## config.mk

```make
export PLATFORM = sky130hd
export DESIGN_NAME = ccv_queue
export DESIGN_NICKNAME = d
export VERILOG_FILES = /design/src/hdl/ccv_queue.sv
export SDC_FILE = /design/constraint.sdc
export NUM_CORES = 1
export LEC_CHECK = 0
export BUFFER_PORTS_ARGS = -buffer_cell sky130_fd_sc_hd__buf_2
export CELL_PAD_IN_SITES_DETAIL_PLACEMENT = 0
export CELL_PAD_IN_SITES_GLOBAL_PLACEMENT = 1
export CORE_MARGIN = 2
export CORE_UTILIZATION = 25
export DETAILED_ROUTE_END_ITERATION = 10
export PLACE_DENSITY_LB_ADDON = 0.1
export SKIP_CTS_REPAIR_TIMING = 1
export SLEW_MARGIN = 10
export SYNTH_ARGS = -nofsm -noshare
export SYNTH_HDL_FRONTEND = slang
export SYNTH_SLANG_ARGS = --single-unit
```

## constraint.sdc

```tcl
create_clock -name clock -period 4.3 [get_ports clock]
set_clock_uncertainty 0.15 [all_clocks]
set_input_delay 0.645 -clock clock [delete_from_list [all_inputs] [get_ports clock]]
set_output_delay 0.645 -clock clock [all_outputs]
set_load 0.03 [all_outputs]
```

## src/hdl/ccv_queue.sv

```systemverilog
// Two-entry queue between the front and back ends.
module ccv_queue #(
   parameter int WIDTH = 8
) (
   input  logic             clock,
   input  logic             reset,
   input  logic             push_valid,
   output logic             push_ready,
   input  logic [WIDTH-1:0] push_data,
   output logic             pop_valid,
   input  logic             pop_ready,
   output logic [WIDTH-1:0] pop_data
);
   logic [WIDTH-1:0] mem_ff [2];
   logic             wptr_ff, rptr_ff;
   logic [1:0]       count_ff;
   logic             push, pop;

   assign push_ready = (count_ff != 2'd2);
   assign pop_valid = (count_ff != 2'd0);
   assign pop_data = mem_ff[rptr_ff];
   assign push = push_valid && push_ready;
   assign pop = pop_valid && pop_ready;

   always_ff @(posedge clock) begin
      if (push) mem_ff[wptr_ff] <= push_data;
   end

   always_ff @(posedge clock) begin
      if (reset) begin
         wptr_ff <= 1'b0;
         rptr_ff <= 1'b0;
         count_ff <= 2'd0;
      end else begin
         if (push) wptr_ff <= ~wptr_ff;
         if (pop) rptr_ff <= ~rptr_ff;
         count_ff <= count_ff + 2'(push) - 2'(pop);
      end
   end

endmodule

```

After elaboration in Yosys (flattened, before gate mapping) --
Memory sizes are Yosys's and may differ from the RTL's. A register that Yosys moved wholly into a read port is not among the register bits. Index checks and enable logic that the tools add are counted.
Word-level totals: logic and storage cells 16, memory bits (writable) 16, input port bits 12, register bits 4, output and inout port bits 10, memories 1
Operators by class: $add $sub $neg 2, reductions and logical operators 3, multiplexer cells 4, equal/unequal tests 1, bitwise operators 2
Memories:
- mem_ff | words 2, bits a word 8, read ports 1, clocked after memory_dff 1, wr ports 1, line 14 | logic [WIDTH-1:0] mem_ff [2];
Operator list (count):
- 1-bit 2-to-1 mux | 4
- 2-bit by 1-bit adder with 2-bit output | 1
- 1-bit logical AND | 2
- 2-bit inequality test (second input constant) | 1
- 1-bit inverter | 2
- 2-bit nonzero test | 1
- 2-bit by 1-bit subtractor with 2-bit output | 1

Depth between registers and ports, before layout --
Gate-level depths: netlist of run 1.
depth after elaboration 4, mapped depth 8, mapped depth without buffers 8

Worst setup path before layout of run 1 --
No wires, ideal clock.
path kind input to register, start point input port pop_ready, end point register count_ff[1], arrival time 1556 ps, stages 7, buffers on the path 0, slack 2479 ps, required time 4035 ps, path through o21a_2 > ha_1 > inv_1 > ha_1 > xor2_1 > xnor2_1 > nor2_1
Between the ends: word-level cells in the longest chain between the ends 2
Ends and longest elaborated chain:
- from (decl) | line 11 | input logic pop_ready,
- 1-bit logical AND | line 23 | assign pop = pop_valid && pop_ready;
- 2-bit by 1-bit subtractor with 2-bit output | line 37 | count_ff <= count_ff + 2'(push) - 2'(pop);
- to (signal assigned) | line 37
- to (decl) | line 16 | logic [1:0] count_ff;
No other way between the ends. A chain may end at the register's enable or synchronous reset.

==> results of run 1 <==
==> layer usage <==
layer / vias to the layer above / GRT usage, %
met3: 4 / 2.73
li1: 224 / -
met1: 211 / 10.2
met2: 15 / 12.8
met5: - / 0
met4: 0 / 5.59
==> registers in the layout, indices dropped and copies added (netlist names), named ones only <==
name,flops
mem_ff,16
rptr_ff,1
count_ff,2
wptr_ff,1
==> logic make-up (layout without fill, tap and decap cells) <==
family	count (synthesis)	after routing
and+or+nand+nor	11	11
muxes	9	9
buffers and inverters	2	26
xor gates and xnor gates	3	3
adders and majority gates	2	2
AOI/OAI and AO/OA	1	1
DFF	21	21
==> report_power, final <==
group / total, W / switching (W) / internal (W)
Combinational: 0.000201 / 0.000123 / 0.0000779
Clock: 0.0000936 / 0.0000589 / 0.0000347
Sequential: 0.000282 / 0.0000235 / 0.000258
Total: 0.000576 / 0.000205 / 0.000371
==> stage by stage <==
stage / utilization (%) / std cells / hold slack (ps) / total power, W
6_report: 32.4 / 117 / 375 / 0.000576
5_1_grt: 32.4 / 117 / 346 / 0.000617
4_1_cts: 32.4 / 117 / 365 / 0.000588
3_5_place_dp: 31.5 / 113 / 359 / 0.000493
3_3_place_gp: 31.5 / 113 / 373 / 0.000496
2_1_floorplan: - / 49 / 330 / 0.000438
==> critical path, stage by stage, from the launching register on <==
cell and delay, ps:
dfxtp_1 580, mux2_1 370, buf_2 180
==> layout by cell type, fill, tap and decap left out <==
cell	synthesis	routed
buf_2	1	21
edfxtp_1	16	16
mux2_1	8	8
nor2_1	5	5
dfxtp_1	5	5
clkbuf_4	0	3
nor2b_1	2	2
xnor2_1	2	2
ha_1	2	2
o21a_2	1	1
nand2b_2	1	1
nand2_2	1	1
or2_1	1	1
inv_1	1	1
and3_1	1	1
mux2_4	1	1
xor2_1	1	1
clkinv_2	0	1
==> layout make-up <==
cell class / count / area, µm²
fillers: 326 / 2080
clock buffers: 3 / 22.5
flip-flops and latches: 21 / 581
multi-input cells: 26 / 224
repair buffers: 21 / 105
inverters: 1 / 3.75
clock inverters: 1 / 5.00
well taps: 44 / 55.1
==> worst paths after layout <==
path                     start           end  slack [ps]  depth (start not counted)
setup / recovery      register   pop_data[2]        2080                          2
hold / removal    push_data[6]  mem_ff[1][6]         370                          1
setup reg to reg   count_ff[0]  mem_ff[0][4]        2610                          3
hold reg to reg        rptr_ff       rptr_ff         390                          2
==> metrics.csv, run 1 <==
stage,metric,value,unit
timing,Period minus WS final,2220,ps
synth,commonest register cell after synthesis,edfxtp_1,
synth,Post-synth EDFFs,16,
synth,largest family of logic cells by synthesized area,multiplexers,
clocking,CTS tree,built,
synth,Post-Synth Simple-Gate Area,7.23,%
worst_setup_path,startpoint types,register,
die,die height,61.0,µm
timing,final slew viol count,0,
timing,Final TNS setup,0,ps
timing,f_max,0.451,GHz
die,Site Rows,20,
finish,n_diodes,0,
clocking,"CTS clk-pin slew, worst paths",120,ps
die,Die Width,61.0,µm
place,HPWL after DPL,934,µm
synth,"Seq/Total Area, Yosys",71.4,%
clocking,CTS H-tree depth,1,
worst_setup_path,kind of critical path,register to primary output,
routing,DR WL/cell,11.3,µm
synth,top-count cell post-synth,edfxtp_1,
finish,final net count,88,
die,effective utilization at floorplan,26.4,%
synth,Avg Inst Size Synth,16.6,µm²
clocking,clk sinks,21,
synth,Compound-Gate Fraction of Synth Area,1.08,%
synth,Synth Cell Area,813,µm²
place,PortBufs,21,
routing,DR pass1 iterations,3,
place,placed inst area,968,µm²
clocking,worst skew pair latency,300,ps
routing,"antenna viol nets, final",0,
routing,drt initial violations,13,
synth,synthesized instance count,49,
synth,asr flop ratio synth,0,%
hold_path,min-delay worst type,input pin to register,
clocking,clk buf depth,2,
finish,area grow syn2layout,22.5,%
synth,mux cell area share after synthesis,12.9,%
die,Ports,22,
synth,Cell variety after synth,16,
worst_setup_path,arrival time worst endpoint,1420,ps
global_routing,largest net degree at the start of global routing,13,
power_and_ir_drop,pwr dens,578,nW/µm²
global_routing,vias in the first global route,463,
routing,Total Wirelength,1320,µm
synth,post-synthesis adder-cell area fraction,3.08,%
clocking,CTS Buf Count,3,
routing,met3 wire len,78,µm
timing,Final Worst Setup Slack,2080,ps
finish,cell area after layout,996,µm²
place,RePlAce Congestion,0.632,
worst_setup_path,endpoint class of the critical path,primary output,
synth,Syn Nets,63,
synth,#FFs+latches synth,21,
routing,DR DRC count,0,
synth,Synth top area share,59.1,%
die,Die ar.,3730,µm²
routing,wire length on met1,633,µm
routing,Top Layer Used,met4,
die,core area,3080,µm²
timing,RSZ-0062 raised after global routing,false,
synth,top post-synthesis cells by count,"edfxtp_1, mux2_1, dfxtp_1, nor2_1",
synth,XOR/XNOR Fraction of Synth Area,3.23,%
timing,post-route clock period utilization,51.6,%
timing,"Hold Vio Cnt, Final",0,
global_routing,Overflow after GRT,0,
clocking,CTS Root Buffer Type,clkbuf_4,
synth,top post-synthesis cells by area,"edfxtp_1, dfxtp_1, mux2_1",
timing,measured slew at the worst slew-check pin,718,ps
status,outcome,"finished, final reports clean",
power_and_ir_drop,peak supply drop,0.000172,V
power_and_ir_drop,leakage,0.396,nW
routing,metal2 WL,587,µm
global_routing,initial antenna violation count,0,
synth,yosys warns,0,
global_routing,Overall Global Routing Usage,8.40,%
timing,final setup fails,0,
finish,share of cells above drive strength 1,39.7,%
routing,vias per cell,3.88,
global_routing,first-pass GRT wire length,2120,µm
synth,cell accounting for the most synthesized area,edfxtp_1,
worst_setup_path,WP data required,3500,ps
job,maxcap violations,0,
routing,Via Count,454,
worst_setup_path,CP max FO,8,
place,pre-CTS setup slack,2320,ps
timing,Rel. slew slack,51.9,%
Power figures use the tool's default switching activity.
==> run 2, diff against run 1 <==
==> constraint.sdc (replaced) <==
create_clock -name clock -period 1.8 [get_ports clock]
set_clock_uncertainty 0.15 [all_clocks]
set_input_delay 0.27 -clock clock [delete_from_list [all_inputs] [get_ports clock]]
set_output_delay 0.27 -clock clock [all_outputs]
set_load 0.03 [all_outputs]
==> metrics.csv, run 2 (same netlist as run 1, synthesis figures left out) <==
stage,metric,value,unit
finish,area of the multi-input gates,224,µm²
worst_setup_path,endpoint class of the critical path,register,
global_routing,first-pass GRT wire length,2130,µm
timing,measured slew at the worst slew-check pin,437,ps
global_routing,initial antenna violation count,0,
routing,Via Count,476,
finish,share of cells above drive strength 1,39.0,%
routing,vias per cell,3.78,
hold_path,min-delay worst type,input pin to register,
finish,register area,586,µm²
power_and_ir_drop,leakage,0.436,nW
place,placed inst area,976,µm²
timing,Rel. slew slack,70.9,%
timing,f_max,0.591,GHz
finish,Regs by FF count,"mem_ff x16, count_ff x2",
finish,cell area after layout,1090,µm²
power_and_ir_drop,peak supply drop,0.000440,V
worst_setup_path,WP data required,1850,ps
finish,"commonest non-fill, non-tap cells in the layout","buf_2, edfxtp_1, mux2_1, dlygate4sd3_1, nor2_1",
timing,Period minus WS final,1690,ps
worst_setup_path,kind of critical path,register to register,
finish,Largest register FFs,16,
clocking,CTS tree,built,
die,effective utilization at floorplan,26.4,%
routing,Total Wirelength,1400,µm
timing,Final Worst Setup Slack,107,ps
die,die height,61.0,µm
global_routing,largest net degree at the start of global routing,13,
clocking,"CTS clk-pin slew, worst paths",120,ps
power_and_ir_drop,pwr dens,1290,nW/µm²
die,Die ar.,3730,µm²
finish,"commonest non-fill, non-tap cell in the layout",buf_2,
timing,"Hold Vio Cnt, Final",0,
place,pre-CTS setup slack,101,ps
die,Ports,22,
clocking,clk buf depth,2,
global_routing,Overflow after GRT,0,
global_routing,vias in the first global route,469,
die,Site Rows,20,
clocking,CTS Root Buffer Type,clkbuf_4,
job,maxcap violations,0,
timing,final setup fails,0,
finish,area grow syn2layout,33.8,%
timing,RSZ-0062 raised after global routing,false,
timing,WHS,40.8,ps
routing,DR WL/cell,11.1,µm
worst_setup_path,startpoint types,register,
worst_setup_path,CP max FO,4,
clocking,worst skew pair latency,290,ps
worst_setup_path,Crit. Startpoint,count_ff[1],
routing,DR pass1 iterations,4,
finish,Largest Register,mem_ff,
hold_path,min-delay src,reset,
timing,Final TNS setup,0,ps
global_routing,Overall Global Routing Usage,8.40,%
timing,post-route clock period utilization,94.0,%
routing,DR DRC count,0,
clocking,CTS H-tree depth,1,
finish,n_diodes,0,
worst_setup_path,Critical R2R Launch,count_ff[1],
place,HPWL after DPL,973,µm
die,core area,3080,µm²
place,PortBufs,21,
routing,drt initial violations,2,
routing,"antenna viol nets, final",0,
place,RePlAce Congestion,0.608,
worst_setup_path,arrival time worst endpoint,1740,ps
timing,final slew viol count,0,
die,Die Width,61.0,µm
finish,Fillers,328,
finish,final net count,97,
clocking,CTS Buf Count,3,
status,outcome,"finished, final reports clean",
clocking,clk sinks,21,
## run 2: cell types whose count changed in the layout (fill, tap and decap cells not counted)
cell / delta
buf_4: +1
dfxtp_2: +1
dlygate4sd3_1: +8
dfxtp_4: +1
dfxtp_1: -2
## run 2: worst paths after layout
path	to	slack, ps	cells past startpoint
worst max-delay path	count_ff[1]	110	7
worst min-delay path	register	40	2
worst max register to register	count_ff[1]	110	7
worst min register to register	rptr_ff	380	2
## run 2: critical path, cell delays in order (launching register included)
cell	delay (ps)
dfxtp_1	370
o21a_2	240
ha_1	280
inv_1	50
ha_1	140
xor2_1	180
xnor2_1	130
nor2_1	50
## run 2: where the power goes
group / internal (W) / switching (W) / leakage, nW
combinational: 0.000207 / 0.000297 / 0.226
clock: 0.0000827 / 0.000140 / 0.0177
sequential: 0.000623 / 0.0000587 / 0.192
total: 0.000913 / 0.000496 / 0.436
## run 2: per-layer routing
layer | share of wire, % | vias to the layer above | track usage [%]
met5 | 0 | - | 0
met4 | 0.57 | 0 | 4.66
met3 | 4.7 | 2 | 2.52
met2 | 48 | 13 | 13.7
met1 | 47 | 219 | 9.88
li1 | - | 242 | -
## run 2: area by class of cell
| type | count | share of cell area (%) |
|---|---|---|
| multi-input cells | 26 | 20.6 |
| repair buffers | 30 | 17.7 |
| flip-flops and latches | 21 | 53.8 |
| well taps | 44 | 5.06 |
| inverters | 1 | 0.345 |
| clock inverters | 1 | 0.460 |
| clock buffers | 3 | 2.07 |
## run 2: metrics by stage
stage | util [%] | power [W] | cells
2_1_floorplan | - | 0.00105 | 49
3_3_place_gp | 31.7 | 0.00119 | 114
3_5_place_dp | 31.7 | 0.00119 | 114
4_1_cts | 32.6 | 0.00142 | 118
5_1_grt | 35.4 | 0.00151 | 126
6_report | 35.4 | 0.00141 | 126
