==> config.mk <==
export PLATFORM = sky130hd
export DESIGN_NAME = ccv_front_flat
export DESIGN_NICKNAME = d
export VERILOG_FILES = /design/src/hdl/ccv_pkg.sv /design/src/hdl/ccv_req_if.sv /design/src/hdl/ccv_front.sv /design/src/flat_wrapper.sv
export SDC_FILE = /design/constraint.sdc
export NUM_CORES = 1
export LEC_CHECK = 0
export ABC_AREA = 1
export BUFFER_PORTS_ARGS = -buffer_cell sky130_fd_sc_hd__buf_2
export CAP_MARGIN = 0
export CORE_MARGIN = 5
export CORE_UTILIZATION = 45
export DETAILED_ROUTE_END_ITERATION = 8
export HOLD_SLACK_MARGIN = 0.06
export PLACE_DENSITY = 0.88
export SYNTH_ARGS = -nofsm -noshare
export SYNTH_HDL_FRONTEND = slang
export SYNTH_SLANG_ARGS = --single-unit
export TNS_END_PERCENT = 50
==> constraint.sdc <==
create_clock -name clock -period 3 [get_ports clock]
set_input_delay 0.45 -clock clock [delete_from_list [all_inputs] [get_ports clock]]
set_output_delay 0.45 -clock clock [all_outputs]
set_load 0.01 [all_outputs]
==> src/hdl/ccv_pkg.sv <==
// Shared types and constants for the valid-region 2D cross-correlation core.
package ccv_pkg;

   localparam int CORR_BITS = 38;
   localparam int POS_BITS = 10;
   localparam int CFG_BITS = 11;
   localparam int CFG_IDX_BITS = 2;
   localparam int COEF_IDX_BITS = 3;

   typedef enum logic [CFG_IDX_BITS-1:0] {
      REG_IMAGE_ROWS = 2'd0,
      REG_IMAGE_COLS = 2'd1,
      REG_TMPL_ROWS  = 2'd2,
      REG_TMPL_COLS  = 2'd3
   } reg_idx_type;

   typedef enum logic {
      ACT_COEF  = 1'b0,
      ACT_PIXEL = 1'b1
   } action_type;

   localparam logic [CFG_BITS-1:0] RST_IMAGE_ROWS = 11'd1024;
   localparam logic [CFG_BITS-1:0] RST_IMAGE_COLS = 11'd1024;
   localparam logic [CFG_BITS-1:0] RST_TMPL_ROWS = 11'd3;
   localparam logic [CFG_BITS-1:0] RST_TMPL_COLS = 11'd3;

   typedef struct packed {
      logic                     is_pixel;
      logic                     emit;
      logic                     last;
      logic [COEF_IDX_BITS-1:0] coef_row;
      logic [COEF_IDX_BITS-1:0] coef_col;
      logic [POS_BITS-1:0]      out_row;
      logic [POS_BITS-1:0]      out_col;
   } ctrl_type;

endpackage

==> src/hdl/ccv_req_if.sv <==
// Request channel: template coefficient writes and image pixels.
interface ccv_req_if #(parameter int SAMPLE_BITS = 16);
   import ccv_pkg::*;
   logic                          valid;
   logic                          ready;
   logic                          action;
   logic [COEF_IDX_BITS-1:0]      coef_row;
   logic [COEF_IDX_BITS-1:0]      coef_col;
   logic signed [SAMPLE_BITS-1:0] sample;
   modport source(output valid, action, coef_row, coef_col, sample, input ready);
   modport sink(input valid, action, coef_row, coef_col, sample, output ready);
endinterface

==> src/hdl/ccv_front.sv <==
// Front end: accepts beats, tracks raster position and tags each beat.
module ccv_front #(
   parameter int MAX_ROWS = 1024,
   parameter int MAX_COLS = 1024,
   parameter int TMPL_MAX = 8,
   parameter int SAMPLE_BITS = 16
) (
   input  logic                                 clock,
   input  logic                                 reset,
   ccv_req_if.sink                              req_chan,
   input  logic                                 enable,
   input  logic [$clog2(MAX_ROWS+1)-1:0]        rows,
   input  logic [$clog2(MAX_COLS+1)-1:0]        cols,
   input  logic [$clog2(TMPL_MAX+1)-1:0]        tr,
   input  logic [$clog2(TMPL_MAX+1)-1:0]        tc,
   output logic                                 push_valid,
   input  logic                                 push_ready,
   output ccv_pkg::ctrl_type                    push_ctrl,
   output logic signed [SAMPLE_BITS-1:0]        push_sample,
   output logic [$clog2(MAX_COLS)-1:0]          push_addr
);
   import ccv_pkg::*;

   localparam int RW = $clog2(MAX_ROWS);
   localparam int CW = $clog2(MAX_COLS);
   localparam int RRW = $clog2(MAX_ROWS+1);
   localparam int CCW = $clog2(MAX_COLS+1);

   logic [RW-1:0]  row_ff, row_in;
   logic [CW-1:0]  col_ff, col_in;
   logic [RRW-1:0] row_p1;
   logic [CCW-1:0] col_p1;
   logic [15:0]    row_off, col_off;
   logic           end_line, end_image, emit, accept, is_pixel;

   assign req_chan.ready = enable && push_ready;
   assign accept = req_chan.valid && req_chan.ready;
   assign is_pixel = (req_chan.action == ACT_PIXEL);

   assign row_p1 = RRW'(row_ff) + RRW'(1);
   assign col_p1 = CCW'(col_ff) + CCW'(1);
   assign end_line = col_p1 >= cols;
   assign end_image = end_line && (row_p1 >= rows);
   assign emit = (16'(tr) <= 16'(rows)) && (16'(tc) <= 16'(cols))
      && (16'(row_p1) >= 16'(tr)) && (16'(col_p1) >= 16'(tc));
   assign row_off = 16'(row_p1) - 16'(tr);
   assign col_off = 16'(col_p1) - 16'(tc);

   always_comb begin
      row_in = row_ff;
      col_in = col_ff;
      if (accept && is_pixel) begin
         priority if (end_image) begin
            row_in = '0;
            col_in = '0;
         end else if (end_line) begin
            row_in = row_ff + RW'(1);
            col_in = '0;
         end else begin
            col_in = col_ff + CW'(1);
         end
      end
   end

   always_ff @(posedge clock) begin
      if (reset) begin
         row_ff <= '0;
         col_ff <= '0;
      end else begin
         row_ff <= row_in;
         col_ff <= col_in;
      end
   end

   assign push_valid = req_chan.valid && enable;
   assign push_sample = req_chan.sample;
   assign push_addr = col_ff;

   always_comb begin
      push_ctrl.is_pixel = is_pixel;
      push_ctrl.emit = emit;
      push_ctrl.last = end_image;
      push_ctrl.coef_row = req_chan.coef_row;
      push_ctrl.coef_col = req_chan.coef_col;
      push_ctrl.out_row = row_off[POS_BITS-1:0];
      push_ctrl.out_col = col_off[POS_BITS-1:0];
   end

endmodule

==> src/flat_wrapper.sv <==
// flat-port wrapper written by rule: the top's interface ports become plain ports
module ccv_front_flat import ccv_pkg::*;
#(
   parameter int MAX_ROWS = 1024,
   parameter int MAX_COLS = 1024,
   parameter int TMPL_MAX = 8,
   parameter int SAMPLE_BITS = 16
)
  (clock, reset, enable, rows, cols, tr, tc, push_valid, push_ready, push_ctrl, push_sample, push_addr, req_chan_valid, req_chan_action, req_chan_coef_row, req_chan_coef_col, req_chan_sample, req_chan_ready);
  ccv_req_if #(.SAMPLE_BITS(SAMPLE_BITS)) req_chan_i ();
  input  logic clock;
  input  logic reset;
  input  logic enable;
  input  logic [$clog2(MAX_ROWS+1)-1:0] rows;
  input  logic [$clog2(MAX_COLS+1)-1:0] cols;
  input  logic [$clog2(TMPL_MAX+1)-1:0] tr;
  input  logic [$clog2(TMPL_MAX+1)-1:0] tc;
  output logic push_valid;
  input  logic push_ready;
  output ccv_pkg::ctrl_type push_ctrl;
  output logic signed [SAMPLE_BITS-1:0] push_sample;
  output logic [$clog2(MAX_COLS)-1:0] push_addr;
  input wire logic [$bits(req_chan_i.valid)-1:0] req_chan_valid;
  input wire logic [$bits(req_chan_i.action)-1:0] req_chan_action;
  input wire logic [$bits(req_chan_i.coef_row)-1:0] req_chan_coef_row;
  input wire logic [$bits(req_chan_i.coef_col)-1:0] req_chan_coef_col;
  input wire logic [$bits(req_chan_i.sample)-1:0] req_chan_sample;
  output wire logic [$bits(req_chan_i.ready)-1:0] req_chan_ready;
  assign req_chan_i.valid = req_chan_valid;
  assign req_chan_i.action = req_chan_action;
  assign req_chan_i.coef_row = req_chan_coef_row;
  assign req_chan_i.coef_col = req_chan_coef_col;
  assign req_chan_i.sample = req_chan_sample;
  assign req_chan_ready = req_chan_i.ready;
  ccv_front #(.MAX_ROWS(MAX_ROWS), .MAX_COLS(MAX_COLS), .TMPL_MAX(TMPL_MAX), .SAMPLE_BITS(SAMPLE_BITS)) u_core (.clock(clock), .reset(reset), .req_chan(req_chan_i), .enable(enable), .rows(rows), .cols(cols), .tr(tr), .tc(tc), .push_valid(push_valid), .push_ready(push_ready), .push_ctrl(push_ctrl), .push_sample(push_sample), .push_addr(push_addr));
endmodule
**Yosys cells after proc, flatten, opt, wreduce, memory -nomap -nowiden**

Index checks and enable logic that the tools add are counted.

- Register bits: 20
- Output and inout port bits: 57
- Word-level logic and storage cells: 28
- Bits of input ports: 58

- Reduce and logical (&&, ||, !) cells: 10
- Mux-type cells: 4
- $add $sub $neg: 6
- $lt $le $gt $ge: 6

Operator list:

| cell | count |
|---|---|
| 10-bit two-way mux | 4 |
| 10-bit by 1-bit adder with 11-bit output, second input constant | 2 |
| 11-bit >= comparator | 2 |
| 11-bit by 4-bit >= comparator with 1-bit output | 2 |
| 4-bit by 11-bit <= comparator with 1-bit output | 2 |
| 10-bit by 1-bit adder with 10-bit output, second input constant | 2 |
| 10-bit by 4-bit subtractor with 10-bit output | 2 |
| 1-bit logical AND | 8 |
| 2-bit AND reduction | 1 |
| 2-bit nonzero test | 1 |

**Longest topological paths before layout**

Gate-level depths: netlist (run 1).

- Depth after elaboration: 5
- Mapped depth: 20

**Least setup slack after synthesis (run 1)**

No wires, ideal clock.

- Kind: reg2out
- From: register u_core.col_ff[0] (netlist: u_core.push_addr[0])
- To: output push_ctrl[26] (netlist name)
- Required time: 2.550 ns
- Slack: -0.061 ns
- Cell stages (with the launch flop): 19
- Data arrival time: 2.611 ns
- Path through: dfxtp_1 -> ha_1 -> nand3_1 -> nor2_2 -> nand2_1 -> xor2_1 -> inv_1 -> ha_1 -> nand2_1 -> nor2_1 -> nand2_1 -> nor2_1 -> nor2_1 -> nand3_1 -> nand4_4 -> nand2_4 -> nand2_1 -> inv_1 -> buf_4

- Longest elaborated chain between the ends: 3

RTL lines:

| what | line | RTL |
|---|---|---|
| start: declaration | ccv_front.sv:30 | `logic [CW-1:0] col_ff, col_in;` |
| start signal: assignment | ccv_front.sv:71 | `col_ff <= col_in;` |
| 10-bit by 1-bit adder with 11-bit output | ccv_front.sv:41 | `assign col_p1 = CCW'(col_ff) + CCW'(1);` |
| 11-bit >= comparator | ccv_front.sv:42 | `assign end_line = col_p1 >= cols;` |
| 1-bit logical AND | ccv_front.sv:43 | `assign end_image = end_line && (row_p1 >= rows);` |
| end: declaration | flat_wrapper.sv:20 | `output ccv_pkg::ctrl_type push_ctrl;` |

No other way between the ends.

**Final worst setup path (run 1)**

- From: register u_core.col_ff[1] (netlist: u_core.push_addr[1])
- To: register u_core.col_ff[8] (netlist: u_core.push_addr[8])

- Longest elaborated chain between the ends: 4

RTL lines:

| what | line | RTL |
|---|---|---|
| 10-bit by 1-bit adder with 11-bit output | ccv_front.sv:41 |  |
| 11-bit >= comparator | ccv_front.sv:42 |  |
| 10-bit two-way mux / 1-bit logical AND (equally long branches) | ccv_front.sv:56, ccv_front.sv:43 |  |
| 10-bit two-way mux * | ccv_front.sv:53 | `priority if (end_image) begin` |

Mark *: on every way between the ends. The rest lies on a longest branch, timed or not.
A chain may end at the register's enable or synchronous reset.

==> results of run 1 <==
==> what timing repair did <==
item                                    in CTS  in global routing
gates resized for setup                     23                 25
setup buffers                               20                  6
pin swaps                                    9                 12
endpoints found under the setup margin       5                 14
==> synth_stat cells <==
cell type | instances | area, sq um
o21bai_1 | 2 | 15.01
fa_1 | 2 | 40.04
nor2_4 | 2 | 22.52
inv_1 | 82 | 307.8
nand2_1 | 93 | 349.1
o21ai_0 | 6 | 30.03
clkbuf_1 | 2 | 7.510
o21a_1 | 1 | 7.510
nand4_4 | 1 | 21.27
a21oi_1 | 18 | 90.09
buf_2 | 1 | 5.000
nand3_2 | 2 | 20.02
dfxtp_1 | 20 | 400.4
clkinv_1 | 1 | 3.750
and2_1 | 1 | 6.260
nand2_4 | 2 | 22.52
buf_6 | 3 | 33.78
nand4_1 | 15 | 93.84
ha_1 | 34 | 425.4
nand3b_1 | 1 | 7.510
o22ai_1 | 1 | 6.260
buf_4 | 26 | 195.2
a21boi_0 | 1 | 7.510
nor3_1 | 6 | 30.03
nor4_1 | 3 | 18.77
a211oi_1 | 2 | 15.01
nand2_2 | 5 | 31.28
xnor2_1 | 4 | 35.03
nor2_2 | 5 | 31.28
nor2_1 | 58 | 217.7
xor2_1 | 20 | 175.2
and3_1 | 1 | 6.260
nand3_1 | 33 | 165.2
a21oi_4 | 1 | 16.27
==> power breakdown <==
part	switching (mW)	total [mW]	internal, mW
clock network	0.0901	0.268	0.178
registers	0.000551	0.265	0.265
logic	0.110	0.192	0.0811
total	0.201	0.725	0.524
==> registers in the layout (all words and copies together), names as in the netlist <==
| register | flops |
|---|---|
| u_core.push_addr | 10 |
| u_core.row_ff | 10 |
==> path summary, 6_finish.rpt <==
kind         slack (ns)                  end  depth (start not counted)                start
max reg2reg       -0.11  u_core.push_addr[8]                         22  u_core.push_addr[1]
min                0.48  u_core.push_addr[5]                          2                reset
max               -0.11  u_core.push_addr[8]                         22  u_core.push_addr[1]
min reg2reg        0.52  u_core.push_addr[5]                          2  u_core.push_addr[5]
==> area by class of cell <==
class,instances,area [sq um]
Timing Repair Buffer,114,684.4
Sequential cell,20,416.7
Inverter,83,311.5
Multi-Input combinational cell,320,2074
Fill cell,581,2623
Clock buffer,3,41.29
Clock inverter,1,30.03
Tap cell,77,96.34
==> critical path, stage by stage (launching register included) <==
cell,delay (ns)
dfxtp_2,0.36
ha_4,0.16
nand3_2,0.11
nor2_4,0.13
nand2_2,0.07
xor2_2,0.17
inv_2,0.06
buf_4,0.13
buf_4,0.12
buf_4,0.13
buf_4,0.14
buf_4,0.12
buf_4,0.13
buf_4,0.13
buf_4,0.12
buf_4,0.13
buf_4,0.12
buf_4,0.12
buf_4,0.13
buf_4,0.12
buf_4,0.12
nand4_1,0.09
a21oi_1,0.08
==> kinds of logic (layout without fill, tap and decap cells) <==
family	after synthesis	in the layout	synth area share (%)
AND/OR/NAND/NOR	228	228	36.48
buffers and inverters	115	201	19.34
adder cells (fa/ha/maj)	36	36	16.27
AO/OA/AOI/OAI	32	32	6.562
XOR/XNOR	24	24	7.349
flip-flops	20	20	14.00
==> through the flow <==
stage | cells | setup TNS, ns | util, %
floorplan | 455 | 0 | -
global placement | 588 | 0 | 51.03
detailed placement | 588 | -0.0001428 | 51.03
CTS | 612 | -0.04043 | 55.95
global route | 618 | -0.8479 | 58.22
finish | 618 | -0.1198 | 58.22
==> metal layers <==
metal  vias up  routed length (um)
met1      1469                3299
met5         -                   0
li1       1583                   -
met2       136                4603
met3        29                 613
met4         0                 244
==> impl_metrics.toml, run 1 <==
[floorplanning]
num_rows = 29
die-area_sq_um = 8051
die_h_um = 89.73
core_sq_um = 6277
io-pin-count = 115
die_w_um = 89.73
start_util_pct = 45.57

[finish]
area_delta_synth_final_pct = 27.78
final_cell_mix = "nand2_1 (90), inv_1 (80), buf_2 (70)"
layout.nets = 636
final_area_sq_um = 3655
drive_above_1_share_pct = 32.53
n_antenna_cell = 0
layout_commonest_cell = "nand2_1"

[sta]
hold_viol_final = 0
relSlewSlack_pct = 66.22
min_period_over_period_pct = 103.6
slew_violations = 0
skew_ns = 0.002678
rsz0062_at_grt = "yes"
fmax_mhz = 321.6
holdWs_ns = 0.4786
setup_violations = 2
post-route-min-period_ns = 3.109
worstMarginPinSlew_ns = 0.5031
worst_slack_ns = -0.1090

[clocking]
tritoncts.num_buffers = 3
htreeDepth = 1
clock_path_buffers = 2
hold_buffers = 0
cts-root-buf = "clkbuf_8"
path_clk_slew_ns = 0.08
cts.sinks = 20
clock_latency_ns = 0.26
cts_tree = "yes"

[detailed_routing]
vias = 3217
first_pass_iters = 4
drc_errors = 0
ant_nets = 0
drt_wl_total_um = 8761
drt_iter0_drc = 151
routedWlPerCell_um = 14.18
viasPerCell = 5.206

[grt]
grtUsageTotal_pct = 21.18
grt_use_met3_pct = 5.593
antenna_found_initial = 0
gr-total-overflow = 0
grt_pass1_vias = 3379
grt_pass1_wl_um = 14880
busiest_layer = "met2"
grt_start_max_net_pins = 21
grt_util_met2_pct = 39.21
grt_use_met1_pct = 22.92

[place]
dp_slack_ns = -0.0001428
portBuffers = 70
place_congestion = 0.9759
hpwl_um = 6409
placed_area_sq_um = 3203

[outcome]
outcome = "complete, but fails checks"
violations = "setup timing"

[power_and_ir_drop]
powerDensity_nw_per_um2 = 198.4
total_power_mw = 0.7250
peakVddDrop_v = 0.0002837
p_leak_nw = 2.007

[synthesis]
syn_area_sq_um = 2860
avgSynthCellArea_sq_um = 6.286
synth_warnings = 0
synthCells = 455
synth_cell_types = 34
syn-num-nets = 549
synth-seq-cells = 20
ys_seq_area_share_pct = 14.00

[critical_path]
cp_data_arrival_time_ns = 3.25
start_kind = "register"
worstSetupPathType = "register to register"
crit_path_max_fanout = 3
cp.required_ns = 3.14
end_kind = "register"

[run]
drv_cap = 0

[hold_path]
holdCritPathClass = "primary input to register"
No activity file was read; power rests on OpenSTA's default activity.
==> run 2, diff against run 1 <==
--- a/config.mk
+++ b/config.mk
@@ -13,6 +13,7 @@
 export DETAILED_ROUTE_END_ITERATION = 8
 export HOLD_SLACK_MARGIN = 0.06
 export PLACE_DENSITY = 0.88
+export SETUP_SLACK_MARGIN = 0.15
 export SYNTH_ARGS = -nofsm -noshare
 export SYNTH_HDL_FRONTEND = slang
 export SYNTH_SLANG_ARGS = --single-unit
==> run 2 against run 1 <==
  * The flow still finishes with violations (setup timing)
  * Clock skew up 0.0063 ns
  * Count of clock-buffer cells in the layout unchanged
  * Combinational power up 8%
  * Core utilization up 2.2 points
  * Non-clock buffer count down 5
  * Design area up 3.7%
  * Largest power group unchanged
  * Highest routed layer unchanged
==> impl_metrics.toml, run 2 (synthesis gave the netlist of run 1 again) <==
[outcome]
outcome = "complete, but fails checks"
violations = "setup timing"

[sta]
hold_viol_final = 0
rsz0062_at_grt = "yes"
post-route-min-period_ns = 3.053
setup_violations = 1
relSlewSlack_pct = 65.41
slew_violations = 0
holdWs_ns = 0.4687
worst_slack_ns = -0.05257
worstMarginPinSlew_ns = 0.5156
min_period_over_period_pct = 101.8
fmax_mhz = 327.6
tns_ns = -0.05257
skew_ns = 0.009009

[place]
dp_slack_ns = 0.01340
portBuffers = 70
placed_area_sq_um = 3201
dpl.cell_count = 586
place_congestion = 0.9334
hpwl_um = 6388

[floorplanning]
num_rows = 29
die_w_um = 89.73
die-area_sq_um = 8051
die_h_um = 89.73
start_util_pct = 45.57
core_sq_um = 6277
io-pin-count = 115

[grt]
grt_pass1_wl_um = 13720
grt_util_met2_pct = 34.45
antenna_found_initial = 0
grt_start_max_net_pins = 21
grt_pass1_vias = 3145
grt_use_met1_pct = 23.15
grtUsageTotal_pct = 19.38
busiest_layer = "met2"
gr-total-overflow = 0
grt_use_met3_pct = 3.840

[clocking]
cts-root-buf = "clkbuf_8"
tritoncts.num_buffers = 3
path_clk_slew_ns = 0.08
clock_latency_ns = 0.26
htreeDepth = 1
cts.sinks = 20
hold_buffers = 0
cts_tree = "yes"
clock_path_buffers = 2

[detailed_routing]
drt_wl_total_um = 8727
routedWlPerCell_um = 14.21
ant_nets = 0
drt_iter0_drc = 208
drc_errors = 0
first_pass_iters = 5
viasPerCell = 5.257
vias = 3228

[power_and_ir_drop]
total_power_mw = 0.7413
pwr-share-clk_pct = 36.8
switchingPower_mw = 0.2116
p_leak_nw = 2.000
powerDensity_nw_per_um2 = 195.5
p_comb_share_pct = 27.9
internal_power_mw = 0.5297
swShare_pct = 28.54
peakVddDrop_v = 0.0001747
p_seq_share_pct = 35.3

[finish]
layout.nets = 632
final_area_sq_um = 3791
multi_input_area_sq_um = 2210
fin_util_pct = 60.39
drive_above_1_share_pct = 34.45
area_delta_synth_final_pct = 32.55
stdcell_count = 614
layout_commonest_cell = "nand2_1"
final_cell_mix = "nand2_1 (88), inv_1 (78), buf_2 (70)"
fillers = 539
regArea_sq_um = 425.4
n_antenna_cell = 0

[critical_path]
end_kind = "output port"
rrSetupSlack_ns = 0.21
cp_data_arrival_time_ns = 2.60
cp-startpoint = "u_core.push_addr[1]"
reg2reg_from = "u_core.push_addr[1]"
worstSetupPathType = "register to output port"
crit_path_max_fanout = 4
start_kind = "register"
rr_worst_depth = 18
cp.required_ns = 2.55
r2r-end = "u_core.row_ff[6]"

[hold_path]
worstHoldStart = "reset"
holdPathStages = 2
holdCritPathClass = "primary input to register"
hold_path_end = "u_core.push_addr[5]"

[run]
drv_cap = 0
run 2: changes by cell type in the layout (fill, tap and decap cells not counted), moves of 3 or more:
cell     previous run  this run
a21oi_1            18        15
buf_4              43        30
buf_6               1         9
dfxtp_2            10         5
dfxtp_4             1         5
ha_1               31        27
ha_4                3         7
run 2: what timing repair did:
item,CTS,global route
buffers inserted,14,9
cloned,0,1
gates resized for setup,30,48
pin swaps,22,36
setup endpoints to repair,7,19
run 2: power by group through the flow:
stage	Combinational (mW)	Sequential [mW]	Clock [mW]
3_5_place_dp	0.177	0.272	0
4_1_cts	0.187	0.266	0.275
2_1_floorplan	0.135	0.273	0
6_report	0.207	0.262	0.273
3_3_place_gp	0.171	0.272	0
5_1_grt	0.230	0.262	0.287
run 2: worst max-delay path, cell delays in order, from the launching register on:
cell	delay [ns]
dfxtp_4	0.36
buf_6	0.13
nand3_4	0.08
nor2_4	0.04
xnor2_1	0.41
inv_1	0.17
ha_1	0.25
nor2_1	0.13
nand3_1	0.10
nor2_1	0.12
nand3_1	0.13
nand4_4	0.11
nand2_4	0.07
nand2_1	0.06
inv_1	0.03
buf_2	0.13
run 2: cell type report:
| cell class | instances | share of cell area, % |
|---|---|---|
| Clock inverter | 1 | 0.7921 |
| Tap cell | 77 | 2.541 |
| Timing Repair Buffer | 109 | 17.85 |
| Sequential cell | 20 | 11.22 |
| Multi-Input combinational cell | 321 | 58.28 |
| Inverter | 83 | 8.218 |
| Clock buffer | 3 | 1.089 |
run 2: routing by layer:
layer	vias to the layer above	share of wire, %
met5	-	0
met4	0	3.2
met3	35	8.0
met2	161	50
met1	1455	39
li1	1577	-
run 2: worst max path at each step:
stage                    endpoint  slack [ns]  cells after the start
global route        push_ctrl[26]       -0.16                     16
global placement    push_ctrl[27]        0.15                     14
finish              push_ctrl[26]       -0.05                     15
CTS                 push_ctrl[26]      -0.006                     18
detailed placement  push_ctrl[27]        0.01                     14
floorplan           push_ctrl[26]        0.16                     18
==> run 3, diff against run 2 <==
--- a/config.mk
+++ b/config.mk
@@ -9,10 +9,10 @@
 export BUFFER_PORTS_ARGS = -buffer_cell sky130_fd_sc_hd__buf_2
 export CAP_MARGIN = 0
 export CORE_MARGIN = 5
-export CORE_UTILIZATION = 45
+export CORE_UTILIZATION = 42
 export DETAILED_ROUTE_END_ITERATION = 8
 export HOLD_SLACK_MARGIN = 0.06
-export PLACE_DENSITY = 0.88
+export PLACE_DENSITY = 0.84
 export SETUP_SLACK_MARGIN = 0.15
 export SYNTH_ARGS = -nofsm -noshare
 export SYNTH_HDL_FRONTEND = slang
==> run 3 against run 2 <==
  * The run still ends with setup timing left
  * Critical path depth up 2
  * Fmax about the same
  * Clock power down 1%
  * Global-route usage is 0.34 points lower
  * Critical path type unchanged
==> impl_metrics.toml, run 3 (synthesis gave the netlist of run 1 again) <==
[sta]
setup_violations = 1
hold_viol_final = 0
slew_violations = 0
rsz0062_at_grt = "yes"
skew_ns = 0.001140
relSlewSlack_pct = 67.99
worst_slack_ns = -0.05105
min_period_over_period_pct = 101.7
holdWs_ns = 0.4796
fmax_mhz = 327.8
post-route-min-period_ns = 3.051
worstMarginPinSlew_ns = 0.4757

[hold_path]
hold_path_end = "u_core.push_addr[8]"
holdCritPathClass = "primary input to register"
worstHoldStart = "reset"
holdPathStages = 2

[grt]
grt_pass1_vias = 3121
antenna_found_initial = 0
grt_pass1_wl_um = 13700
grt_start_max_net_pins = 21
gr-total-overflow = 0
grtUsageTotal_pct = 19.03

[power_and_ir_drop]
powerDensity_nw_per_um2 = 191.2
peakVddDrop_v = 0.0002564
p_leak_nw = 2.072

[critical_path]
cp_data_arrival_time_ns = 2.60
cp.required_ns = 2.55
r2r-end = "u_core.push_addr[8]"
worstSetupPathType = "register to output port"
reg2reg_from = "u_core.push_addr[1]"
end_kind = "output port"
rr_worst_depth = 22
start_kind = "register"
crit_path_max_fanout = 4
rrSetupSlack_ns = 0.10

[finish]
final_area_sq_um = 3841
final_cell_mix = "nand2_1 (91), inv_1 (78), buf_2 (70)"
n_antenna_cell = 0
drive_above_1_share_pct = 34.96
area_delta_synth_final_pct = 34.30
layout.nets = 647
layout_commonest_cell = "nand2_1"
stdcell_count = 632

[clocking]
clock_latency_ns = 0.26
path_clk_slew_ns = 0.08
clock_path_buffers = 2
tritoncts.num_buffers = 3
hold_buffers = 0
cts-root-buf = "clkbuf_8"
htreeDepth = 1
cts.sinks = 20
cts_tree = "yes"

[place]
place_congestion = 0.9470
portBuffers = 70
dp_slack_ns = 0.03102
dpl.cell_count = 588
placed_area_sq_um = 3197
hpwl_um = 6235

[detailed_routing]
drt_iter0_drc = 165
routedWlPerCell_um = 13.95
first_pass_iters = 4
viasPerCell = 5.122
ant_nets = 0
drt_wl_total_um = 8818
vias = 3237
drc_errors = 0

[outcome]
violations = "setup timing"
outcome = "complete, but fails checks"

[floorplanning]
start_util_pct = 42.57
num_rows = 30
core_sq_um = 6719
die_h_um = 92.53
die_w_um = 92.53
die-area_sq_um = 8561
io-pin-count = 115

[run]
drv_cap = 0
==> run 3: timing repair <==
item | 4_1_cts | 5_1_grt
endpoints found under the setup margin | 6 | 22
pin swaps | 19 | 16
gates resized for setup | 21 | 42
setup buffers | 33 | 7
==> run 3: stage by stage <==
step	util, %	TNS (ns)	power (mW)
final	57.17	-0.05105	0.7343
after global placement	47.58	0	0.4425
after floorplan	-	0	0.4084
after detailed placement	47.58	0	0.4482
after CTS	53.67	0	0.7272
after global routing	57.17	-0.2248	0.7730
==> run 3: final cells by class <==
class | instances | area [sq um]
Clock buffer | 3 | 41.29
Clock inverter | 1 | 30.03
Fill cell | 570 | 2878
Inverter | 83 | 311.5
Multi-Input combinational cell | 320 | 2137
Sequential cell | 20 | 416.7
Tap cell | 80 | 100.1
Timing Repair Buffer | 125 | 804.5
==> run 3: where the power goes <==
group / internal, mW / switching [mW]
logic: 0.0873 / 0.113
registers: 0.264 / 0.000593
clock network: 0.178 / 0.0914
total: 0.529 / 0.205
==> run 3: worst max path at each step <==
stage,startpoint,endpoint,slack (ns),cells past startpoint
global placement,u_core.row_ff[0],push_ctrl[26],0.10,16
floorplan,u_core.push_addr[0],push_ctrl[26],0.16,18
global route,u_core.push_addr[1],push_ctrl[26],-0.18,17
detailed placement,u_core.push_addr[0],push_ctrl[26],0.03,18
CTS,u_core.push_addr[1],push_ctrl[26],0.02,18
finish,u_core.push_addr[1],push_ctrl[26],-0.05,17
==> run 3: worst max-delay path, stage by stage, from the launching register on <==
cell and delay (ns):
dfxtp_2 0.36, buf_4 0.15, nand3_4 0.09, nor2_4 0.13, nand4_1 0.14, xnor2_2 0.19
ha_1 0.32, nand2_2 0.08, nor2_4 0.14, nand2_1 0.07, nor2_1 0.08, nor2_1 0.05
nand3_1 0.11, nand4_4 0.12, nand2_4 0.10, nand2_1 0.05, inv_1 0.04, buf_2 0.12
==> run 3: layer usage <==
layer / track usage [%] / up-vias / wire [um]
met5: 0 / - / 0
met4: 6.312 / 0 / 227
met3: 3.737 / 24 / 615
met2: 34.98 / 148 / 4498
met1: 21.83 / 1461 / 3476
li1: - / 1604 / -
